==> config.mk <==
export PLATFORM = sky130hd
export DESIGN_NAME = directed_graph_adjacency_matrix_core
export DESIGN_NICKNAME = d
export VERILOG_FILES = /design/src/rtl/dgam_pkg.sv /design/src/rtl/directed_graph_adjacency_matrix_core.sv /design/src/rtl/dgam_ram.sv /design/src/rtl/dgam_dp.sv /design/src/rtl/dgam_ctrl.sv
export SDC_FILE = /design/constraint.sdc
export NUM_CORES = 1
export LEC_CHECK = 0
export BUFFER_PORTS_ARGS = -buffer_cell sky130_fd_sc_hd__buf_2
export CAP_MARGIN = 30
export CORE_UTILIZATION = 30
export DETAILED_ROUTE_END_ITERATION = 10
export PLACE_DENSITY = 0.55
export SYNTH_ARGS = -nofsm -noshare
export SYNTH_HDL_FRONTEND = slang
export SYNTH_SLANG_ARGS = --single-unit
export TNS_END_PERCENT = 50
==> constraint.sdc <==
create_clock -name clk -period 9 [get_ports clk]
set_input_delay 0.45 -clock clk [delete_from_list [all_inputs] [get_ports clk]]
set_output_delay 0.45 -clock clk [all_outputs]
set_load 0.05 [all_outputs]
==> src/rtl/dgam_pkg.sv <==
`timescale 1ns / 1ps
// Shared types and codes for the directed graph adjacency matrix block.
// Depends on nothing; imported by the controller, datapath and top level.
package dgam_pkg;

	// Operation codes carried in op
	localparam logic [2:0] OP_ADD    = 3'd0;
	localparam logic [2:0] OP_REMOVE = 3'd1;
	localparam logic [2:0] OP_TEST   = 3'd2;
	localparam logic [2:0] OP_SUCC   = 3'd3;
	localparam logic [2:0] OP_PRED   = 3'd4;
	localparam logic [2:0] OP_DEGREE = 3'd5;

	// Status codes carried in status
	localparam logic [1:0] ST_OK      = 2'd0;
	localparam logic [1:0] ST_DUP     = 2'd1;
	localparam logic [1:0] ST_MISSING = 2'd2;

	// At most this many result words per list operation
	localparam int RESULT_LIMIT = 16;
	localparam int FOUND_W      = 5;

	// Commands from controller to datapath
	typedef struct packed {
		logic accept;       // latch input word, clear per-item state
		logic rd_from;      // read row of from_vertex
		logic edge_commit;  // finish add/remove/test, load result word
		logic start_sweep;  // latch queried row, read row 0
		logic sweep_step;   // consume one row of the sweep
		logic emit_final;   // load closing result word
	} dgam_cmd_t;

	// Status from datapath to controller
	typedef struct packed {
		logic edge_op;      // op is add, remove or test
		logic sweep_op;     // list or degree op on a vertex in range
		logic need_emit;    // sweep step must push the pending neighbour out
		logic sweep_end;    // this step is the last one of the sweep
		logic out_free;     // output register can take a word this cycle
	} dgam_sts_t;

endpackage

==> src/rtl/directed_graph_adjacency_matrix_core.sv <==
`timescale 1ns / 1ps
// Directed graph adjacency matrix core: edge store, edge counter and queries.
// Holds the edge matrix in a RAM with per-row valid bits.
// Input channel (in_valid/in_ready) takes one word: op, from_vertex, to_vertex.
// Output channel (out_valid/out_ready) returns result words; last marks the
// final word of an item. List ops return one word per neighbour in ascending
// order (at most 16), or one empty word.
// One item is in flight at a time; in_ready is high only when the core is idle.
// Add/remove/test read the from_vertex row, then put out their word. List and
// degree ops sweep the active rows one per cycle while the output does not
// stall, as set by the single RAM read port, then put out the closing word.
// List and degree ops on an out-of-range vertex, and unused codes, skip the
// sweep and return only the closing word.
// cfg_we writes the vertex count at once; write it only while idle.
// Reset clears the edge count, the row valid bits (matrix reads as empty)
// and sets the vertex count to 16; no clearing pass is needed.
// When the receiver stalls, the current word holds in the output register and
// the sweep waits on the next neighbour it finds.
module directed_graph_adjacency_matrix_core
	import dgam_pkg::*;
#(
	parameter int MAX_VERTICES = 16
) (
	input  logic       clk,
	input  logic       arst_n,
	input  logic       cfg_we,
	input  logic [4:0] cfg_wdata,
	input  logic       in_valid,
	output logic       in_ready,
	input  logic [2:0] op,
	input  logic [4:0] from_vertex,
	input  logic [4:0] to_vertex,
	output logic       out_valid,
	input  logic       out_ready,
	output logic [1:0] status,
	output logic       edge_present,
	output logic       has_neighbour,
	output logic [4:0] neighbour_vertex,
	output logic [4:0] in_degree,
	output logic [4:0] out_degree,
	output logic [8:0] edge_total,
	output logic       last
);

	dgam_cmd_t cmd;
	dgam_sts_t sts;

	// sequencer
	dgam_ctrl u_ctrl (
		.clk     (clk),
		.arst_n  (arst_n),
		.in_valid(in_valid),
		.in_ready(in_ready),
		.sts     (sts),
		.cmd     (cmd)
	);

	// storage and result path
	dgam_dp #(
		.MAX_VERTICES(MAX_VERTICES)
	) u_dp (
		.clk             (clk),
		.arst_n          (arst_n),
		.cfg_we          (cfg_we),
		.cfg_wdata       (cfg_wdata),
		.op              (op),
		.from_vertex     (from_vertex),
		.to_vertex       (to_vertex),
		.cmd             (cmd),
		.sts             (sts),
		.out_ready       (out_ready),
		.out_valid       (out_valid),
		.status          (status),
		.edge_present    (edge_present),
		.has_neighbour   (has_neighbour),
		.neighbour_vertex(neighbour_vertex),
		.in_degree       (in_degree),
		.out_degree      (out_degree),
		.edge_total      (edge_total),
		.last            (last)
	);

endmodule

==> src/rtl/dgam_ram.sv <==
`timescale 1ns / 1ps
// Generic single-port-write, single-port-read RAM with registered read data.
// No dependencies.
module dgam_ram #(
	parameter int WIDTH = 16,
	parameter int DEPTH = 16
) (
	input  logic                     clk,
	input  logic                     we,
	input  logic [$clog2(DEPTH)-1:0] waddr,
	input  logic [WIDTH-1:0]         wdata,
	input  logic                     re,
	input  logic [$clog2(DEPTH)-1:0] raddr,
	output logic [WIDTH-1:0]         rdata
);

	logic [WIDTH-1:0] mem_q [DEPTH];

	// write port
	always_ff @(posedge clk) begin
		if (we) begin
			mem_q[waddr] <= wdata;
		end
	end

	// read port, data holds when not reading
	always_ff @(posedge clk) begin
		if (re) begin
			rdata <= mem_q[raddr];
		end
	end

endmodule

==> src/rtl/dgam_dp.sv <==
`timescale 1ns / 1ps
// Datapath: vertex count register, edge matrix RAM with row valid bits,
// sweep counters and the output register. Depends on dgam_pkg and dgam_ram.
module dgam_dp
	import dgam_pkg::*;
#(
	parameter int MAX_VERTICES = 16
) (
	input  logic       clk,
	input  logic       arst_n,
	input  logic       cfg_we,
	input  logic [4:0] cfg_wdata,
	input  logic [2:0] op,
	input  logic [4:0] from_vertex,
	input  logic [4:0] to_vertex,
	input  dgam_cmd_t  cmd,
	output dgam_sts_t  sts,
	input  logic       out_ready,
	output logic       out_valid,
	output logic [1:0] status,
	output logic       edge_present,
	output logic       has_neighbour,
	output logic [4:0] neighbour_vertex,
	output logic [4:0] in_degree,
	output logic [4:0] out_degree,
	output logic [8:0] edge_total,
	output logic       last
);

	localparam int VW = $clog2(MAX_VERTICES);
	localparam int NW = $clog2(MAX_VERTICES + 1);

	logic [4:0]              vcount_q;
	logic [2:0]              op_q;
	logic [4:0]              from_q;
	logic [4:0]              to_q;
	logic [NW-1:0]           size;
	logic                    from_ok;
	logic                    to_ok;
	logic                    pair_ok;
	logic [VW-1:0]           from_idx;
	logic [VW-1:0]           to_idx;
	logic [MAX_VERTICES-1:0] row_valid_q;
	logic                    rd_valid_q;
	logic                    ram_we;
	logic [MAX_VERTICES-1:0] ram_wdata;
	logic                    ram_re;
	logic [VW-1:0]           ram_raddr;
	logic [MAX_VERTICES-1:0] ram_rdata;
	logic [MAX_VERTICES-1:0] row;
	logic [MAX_VERTICES-1:0] rowv_q;
	logic [MAX_VERTICES-1:0] head_mask;
	logic                    present;
	logic [8:0]              edge_cnt_q;
	logic [8:0]              edge_cnt_next;
	logic [1:0]              edge_status;
	logic [VW-1:0]           idx_q;
	logic                    succ_bit;
	logic                    pred_bit;
	logic                    hit;
	logic                    last_index;
	logic                    cap_hit;
	logic [FOUND_W-1:0]      found_q;
	logic                    pend_valid_q;
	logic [NW-1:0]           pend_vtx_q;
	logic [NW-1:0]           indeg_q;
	logic [NW-1:0]           outdeg_q;
	logic                    emit_pend;
	logic                    load;

	// configuration register
	always_ff @(posedge clk or negedge arst_n) begin
		if (!arst_n) begin
			vcount_q <= 5'd16;
		end else if (cfg_we) begin
			vcount_q <= cfg_wdata;
		end
	end

	// input word latch
	always_ff @(posedge clk) begin
		if (cmd.accept) begin
			op_q   <= op;
			from_q <= from_vertex;
			to_q   <= to_vertex;
		end
	end

	// active size and range checks
	always_comb begin
		if (32'(vcount_q) > 32'(MAX_VERTICES)) begin
			size = NW'(MAX_VERTICES);
		end else begin
			size = NW'(vcount_q);
		end
		from_ok  = (from_q != 5'd0) && (32'(from_q) <= 32'(size));
		to_ok    = (to_q != 5'd0) && (32'(to_q) <= 32'(size));
		pair_ok  = from_ok && to_ok;
		from_idx = VW'(from_q - 5'd1);
		to_idx   = VW'(to_q - 5'd1);
	end

	// matrix storage, one row per tail vertex
	dgam_ram #(
		.WIDTH(MAX_VERTICES),
		.DEPTH(MAX_VERTICES)
	) u_ram (
		.clk  (clk),
		.we   (ram_we),
		.waddr(from_idx),
		.wdata(ram_wdata),
		.re   (ram_re),
		.raddr(ram_raddr),
		.rdata(ram_rdata)
	);

	// read address: queried row, or next row of the sweep
	always_comb begin
		ram_re = cmd.rd_from | cmd.start_sweep | (cmd.sweep_step & ~sts.sweep_end);
		if (cmd.rd_from) begin
			ram_raddr = from_idx;
		end else if (cmd.start_sweep) begin
			ram_raddr = '0;
		end else begin
			ram_raddr = idx_q + VW'(1);
		end
	end

	// row valid bits; a row never written reads as empty
	always_ff @(posedge clk or negedge arst_n) begin
		if (!arst_n) begin
			row_valid_q <= '0;
			rd_valid_q  <= 1'b0;
		end else begin
			if (ram_we) begin
				row_valid_q[from_idx] <= 1'b1;
			end
			if (ram_re) begin
				rd_valid_q <= row_valid_q[ram_raddr];
			end
		end
	end

	assign row = rd_valid_q ? ram_rdata : '0;

	// edge operations
	always_comb begin
		head_mask     = {{(MAX_VERTICES-1){1'b0}}, 1'b1} << to_idx;
		present       = pair_ok && row[to_idx];
		ram_we        = 1'b0;
		ram_wdata     = row | head_mask;
		edge_cnt_next = edge_cnt_q;
		edge_status   = ST_OK;
		case (op_q)
			OP_ADD: begin
				if (present) begin
					edge_status = ST_DUP;
				end else if (pair_ok) begin
					ram_we        = cmd.edge_commit;
					edge_cnt_next = edge_cnt_q + 9'd1;
				end
			end
			OP_REMOVE: begin
				ram_wdata = row & ~head_mask;
				if (present) begin
					ram_we        = cmd.edge_commit;
					edge_cnt_next = edge_cnt_q - 9'd1;
				end else begin
					edge_status = ST_MISSING;
				end
			end
			default: begin
			end
		endcase
	end

	// edge counter
	always_ff @(posedge clk or negedge arst_n) begin
		if (!arst_n) begin
			edge_cnt_q <= '0;
		end else if (cmd.edge_commit) begin
			edge_cnt_q <= edge_cnt_next;
		end
	end

	// sweep decode: one neighbour candidate per step
	always_comb begin
		succ_bit   = rowv_q[idx_q];
		pred_bit   = row[from_idx];
		hit        = ((op_q == OP_SUCC) && succ_bit) || ((op_q == OP_PRED) && pred_bit);
		last_index = (32'(idx_q) + 32'd1) == 32'(size);
		cap_hit    = hit && (found_q == FOUND_W'(RESULT_LIMIT - 1));
		emit_pend  = cmd.sweep_step && hit && pend_valid_q;
	end

	// sweep registers
	always_ff @(posedge clk) begin
		if (cmd.start_sweep) begin
			rowv_q <= row;
		end
		if (cmd.start_sweep) begin
			idx_q <= '0;
		end else if (cmd.sweep_step) begin
			idx_q <= idx_q + VW'(1);
		end
		if (cmd.sweep_step && hit) begin
			pend_vtx_q <= NW'(idx_q) + NW'(1);
		end
	end

	always_ff @(posedge clk or negedge arst_n) begin
		if (!arst_n) begin
			found_q      <= '0;
			pend_valid_q <= 1'b0;
			indeg_q      <= '0;
			outdeg_q     <= '0;
		end else if (cmd.accept) begin
			found_q      <= '0;
			pend_valid_q <= 1'b0;
			indeg_q      <= '0;
			outdeg_q     <= '0;
		end else if (cmd.sweep_step) begin
			if (hit) begin
				found_q      <= found_q + FOUND_W'(1);
				pend_valid_q <= 1'b1;
			end
			if (op_q == OP_DEGREE) begin
				indeg_q  <= indeg_q + NW'(pred_bit);
				outdeg_q <= outdeg_q + NW'(succ_bit);
			end
		end
	end

	// status to controller
	always_comb begin
		sts.edge_op   = op_q inside {OP_ADD, OP_REMOVE, OP_TEST};
		sts.sweep_op  = (op_q inside {OP_SUCC, OP_PRED, OP_DEGREE}) && from_ok;
		sts.need_emit = hit && pend_valid_q;
		sts.sweep_end = last_index || cap_hit;
		sts.out_free  = ~out_valid | out_ready;
	end

	assign load = cmd.edge_commit | emit_pend | cmd.emit_final;

	// output register
	always_ff @(posedge clk or negedge arst_n) begin
		if (!arst_n) begin
			out_valid <= 1'b0;
		end else if (load) begin
			out_valid <= 1'b1;
		end else if (out_ready) begin
			out_valid <= 1'b0;
		end
	end

	always_ff @(posedge clk) begin
		if (load) begin
			status           <= ST_OK;
			edge_present     <= 1'b0;
			has_neighbour    <= 1'b0;
			neighbour_vertex <= 5'd0;
			in_degree        <= 5'd0;
			out_degree       <= 5'd0;
			edge_total       <= edge_cnt_q;
			last             <= 1'b1;
			if (cmd.edge_commit) begin
				status       <= edge_status;
				edge_present <= (op_q == OP_TEST) && present;
				edge_total   <= edge_cnt_next;
			end else if (emit_pend) begin
				has_neighbour    <= 1'b1;
				neighbour_vertex <= 5'(pend_vtx_q);
				last             <= 1'b0;
			end else begin
				has_neighbour    <= pend_valid_q;
				neighbour_vertex <= pend_valid_q ? 5'(pend_vtx_q) : 5'd0;
				in_degree        <= 5'(indeg_q);
				out_degree       <= 5'(outdeg_q);
			end
		end
	end

endmodule

==> src/rtl/dgam_ctrl.sv <==
`timescale 1ns / 1ps
// Controller state machine: sequences the edge access, the row sweep and
// the result words. Depends on dgam_pkg.
module dgam_ctrl
	import dgam_pkg::*;
(
	input  logic      clk,
	input  logic      arst_n,
	input  logic      in_valid,
	output logic      in_ready,
	input  dgam_sts_t sts,
	output dgam_cmd_t cmd
);

	localparam logic [2:0] S_IDLE  = 3'd0;
	localparam logic [2:0] S_READ  = 3'd1;
	localparam logic [2:0] S_EDGE  = 3'd2;
	localparam logic [2:0] S_LATCH = 3'd3;
	localparam logic [2:0] S_SWEEP = 3'd4;
	localparam logic [2:0] S_DONE  = 3'd5;

	logic [2:0] state_q;
	logic [2:0] state_next;

	// next state and commands
	always_comb begin
		cmd        = '0;
		state_next = state_q;
		in_ready   = 1'b0;
		case (state_q)
			S_IDLE: begin
				in_ready = 1'b1;
				if (in_valid) begin
					cmd.accept = 1'b1;
					state_next = S_READ;
				end
			end
			S_READ: begin
				if (sts.edge_op) begin
					cmd.rd_from = 1'b1;
					state_next  = S_EDGE;
				end else if (sts.sweep_op) begin
					cmd.rd_from = 1'b1;
					state_next  = S_LATCH;
				end else begin
					state_next = S_DONE;
				end
			end
			S_EDGE: begin
				if (sts.out_free) begin
					cmd.edge_commit = 1'b1;
					state_next      = S_IDLE;
				end
			end
			S_LATCH: begin
				cmd.start_sweep = 1'b1;
				state_next      = S_SWEEP;
			end
			S_SWEEP: begin
				// stall only when a neighbour must go out and the output is full
				if (!sts.need_emit || sts.out_free) begin
					cmd.sweep_step = 1'b1;
					if (sts.sweep_end) begin
						state_next = S_DONE;
					end
				end
			end
			S_DONE: begin
				if (sts.out_free) begin
					cmd.emit_final = 1'b1;
					state_next     = S_IDLE;
				end
			end
			default: begin
				state_next = S_IDLE;
			end
		endcase
	end

	always_ff @(posedge clk or negedge arst_n) begin
		if (!arst_n) begin
			state_q <= S_IDLE;
		end else begin
			state_q <= state_next;
		end
	end

endmodule

==> run metrics <==
outcome=finished clean; switching share of power=36.6%; most numerous cell in the Yosys netlist=sky130_fd_sc_hd__edfxtp_1; CTS tree=yes; number of endpoints failing setup at the final stage=0; Congestion Overflow GR=0; buffer type at the clock tree root=sky130_fd_sc_hd__clkbuf_16; data required time of the critical path=9.43 ns; most instantiated cells after synthesis=sky130_fd_sc_hd__edfxtp_1, sky130_fd_sc_hd__mux2i_1, sky130_fd_sc_hd__nand2_1, sky130_fd_sc_hd__dfrtp_1, sky130_fd_sc_hd__nor2_1; static leakage=7.58 nW; average cell area after synthesis=between 15 and 20 µm²; share of power burned in combinational logic=between 40% and 50%; critical-path cell list=inv_1, nand2_1, ha_1, o211ai_1, a21oi_1, o211a_1, or3_4, o32ai_4, buf_4, buf_4, mux2_2, o31ai_1, a2111oi_2, a211o_1; Die Area=between 0.05 and 0.06 mm²; count of yosys warnings during synthesis=0; worst slew margin relative to its limit=31.2%; max-slew violation total from the final report=0; worst clock skew=0.0228 ns; number of buffers inserted by hold repair at cts=0; number of DRC markers after the initial detailed-route iteration=670; input/output buffers=53; Pre-antenna DRT Iters=5; initial antenna violation count=0; maximum ir drop on the vdd rail=0.000404 V; largest net degree at the start of global routing=around 110; cell types with the largest area share after synthesis=sky130_fd_sc_hd__edfxtp_1, sky130_fd_sc_hd__mux2i_1, sky130_fd_sc_hd__dfrtp_1; vias in the first global route=slightly above 9,000; WL per Instance=20.1 µm; standard cell core area=roughly 0.057 mm²; clock-pin slew reported for the worst setup and hold paths after clock tree synthesis=0.07 ns; later-pin clock latency in the skew report=between 0.5 and 0.6 ns; synthesized area=0.0172 mm²; max capacitance violation total=0; post-CTS setup buffer count=0; I/O pin count=54; area growth from synthesis to final layout=15.0%; Hold Path Class=in2async; first-pass GRT wire length=59.2 mm; clock period minus worst slack=4.71 ns; fraction of post-synthesis cell area in the top cell type by area=58.4%; sort of element at the start of the critical path=flop; cell area reported after detailed placement=0.0186 mm²; count of antenna diodes in the layout=0; Yosys cell types=64; power per unit of standard cell area=350 mW/mm²; final hold violation count=0; CP max-delay cell=sky130_fd_sc_hd__buf_4; synthesis-stage register bit count=just under 400; remaining routing DRC violations=0; total wire length=39.8 mm; global placer's final weighted congestion=just over 0.8; critical path's most frequent cell=sky130_fd_sc_hd__buf_4; Post-synth top flop=sky130_fd_sc_hd__edfxtp_1; arrival time reported for the critical path endpoint=approximately 5.1 ns; slew of the pin with the lowest slew margin=1.03 ns; critical path capture point type=flop; clock share of power=between 20% and 30%; number of synthesized flops with an enable pin=335; share of the yosys chip area belonging to registers=66.3%; HPWL after detailed placement=24.2 mm; Final Net Count=between 1,000 and 1,500; NetSw=2.54 mW; number of nets with antenna violations after routing=0; TritonCTS Buffers=40; Achievable Freq=212 MHz; share of final-layout standard cells stronger than drive strength 1=17.3%; Synth Net Count=about 1,200; setup repair after global routing missed its margin=no; Yosys top cell by area=sky130_fd_sc_hd__edfxtp_1; width of the chip=242 µm; CP peak stage delay=0.77 ns; vias after detailed routing=~9,500; proportion of power drawn by flip-flops and latches=between 30% and 40%; maximum fanout along the worst path=48; count of standard-cell rows=87; ys async rst share=13.1%; initial core utilization=a little under a third; Non-Filler Cell Area, Final=0.0198 mm²; number of levels in the clock H-tree=2; global-route total usage across every layer=around an eighth; vias per cell=slightly below 5; Sink Count=between 300 and 400; Gate Count Post-Synth=1,127; post-cts gate resize count=0; final cycle utilization of the critical path=52.3%; total negative slack=0 ns; die outline height=242 µm; number of buffers between clock root and the deepest sink=3; Internal Dissipation=4.40 mW; worst setup path class=reg2reg
[layer usage]
| metal | track usage [%] | up-vias | wire, µm |
|---|---|---|---|
| li1 | - | 4431 | - |
| met2 | 20.4 | 227 | 17800 |
| met4 | 3.97 | 0 | 980 |
| met1 | 19.3 | 4802 | 19200 |
| met5 | 0 | - | 0 |
| met3 | 2.24 | 64 | 1830 |
[kinds of logic after synthesis]
kind of cell    synth area share, %
compound gates                 3.68
flops                          66.3
xor+xnor                       1.55
simple gates                   7.28
buf+inv                        2.07
mux                            17.0
fa+ha+maj                      2.11
[registers in the layout, indices dropped and copies added, names as in the netlist, 9 cells and up]
name and count:
u_dp.u_ram.rdata 16, u_dp.edge_cnt_q 9, u_dp.row_valid_q 16, u_dp.rowv_q 16, u_dp.edge_total 9, u_dp.u_ram.mem_q 256
[power by group through the flow]
stage	sequential [mW]	combinational, mW	clock [mW]
after floorplan	2.56	2.13	0
after global placement	2.52	2.84	0
after detailed placement	2.52	2.88	0
after CTS	2.48	2.88	1.63
after global routing	2.50	3.07	1.70
final	2.48	2.86	1.59
[layout make-up]
type | count | area, µm²
fill | 5420 | 36800
tap | 756 | 946
sequential | 390 | 11400
clock inverter | 14 | 158
inverter | 16 | 60.1
timing repair buffer | 87 | 553
multi-input combinational | 665 | 5580
clock buffer | 54 | 1080
[critical path: cells and delay by family (launching register included)]
family	cells	cell delay (ns)
compound gates	7	1.30
buf+inv	3	1.35
mux	1	0.41
flops	1	0.56
fa+ha+maj	1	0.28
simple gates	2	0.59
[metrics by stage]
stage	util, %	instances	total power [mW]	setup WS [ns]	hold slack (ns)
floorplan	-	1127	4.69	4.54	0.154
global placement	32.6	1902	5.36	4.39	0.451
detailed placement	32.8	1914	5.40	4.34	0.453
CTS	35.0	1982	7.00	4.33	0.0597
global route	35.0	1982	7.27	4.03	0.0595
finish	35.0	1982	6.93	4.29	0.0317
[placed cells by master, fill, tap and decap left out, drive strengths merged, types with 18 or more instances in the layout]
cell type / count
clkbuf: 54
edfxtp: 335
a21oi: 26
nor3: 18
o21ai: 22
nand2: 55
buf: 87
nor2: 43
a31oi: 19
or2: 18
and2: 21
ha: 29
and3: 23
mux2i: 251
dfrtp: 50
[worst paths after layout]
path / start / cells past startpoint / endpoint / slack, ns
worst max-delay path: u_dp.vcount_q[4] / 14 / u_dp.rd_valid_q / 4.29
worst min-delay path: arst_n / 2 / u_dp.outdeg_q[2] / 0.03
worst max register to register: u_dp.vcount_q[4] / 14 / u_dp.rd_valid_q / 4.29
worst min register to register: u_dp.row_valid_q[7] / 1 / u_dp.row_valid_q[7] / 0.47
max in group asynchronous: arst_n / 2 / u_dp.vcount_q[3] / 8.51
min in group clk: op[0] / 1 / u_dp.op_q[0] / 0.08
Note: power is estimated with default switching activity, not from simulation.
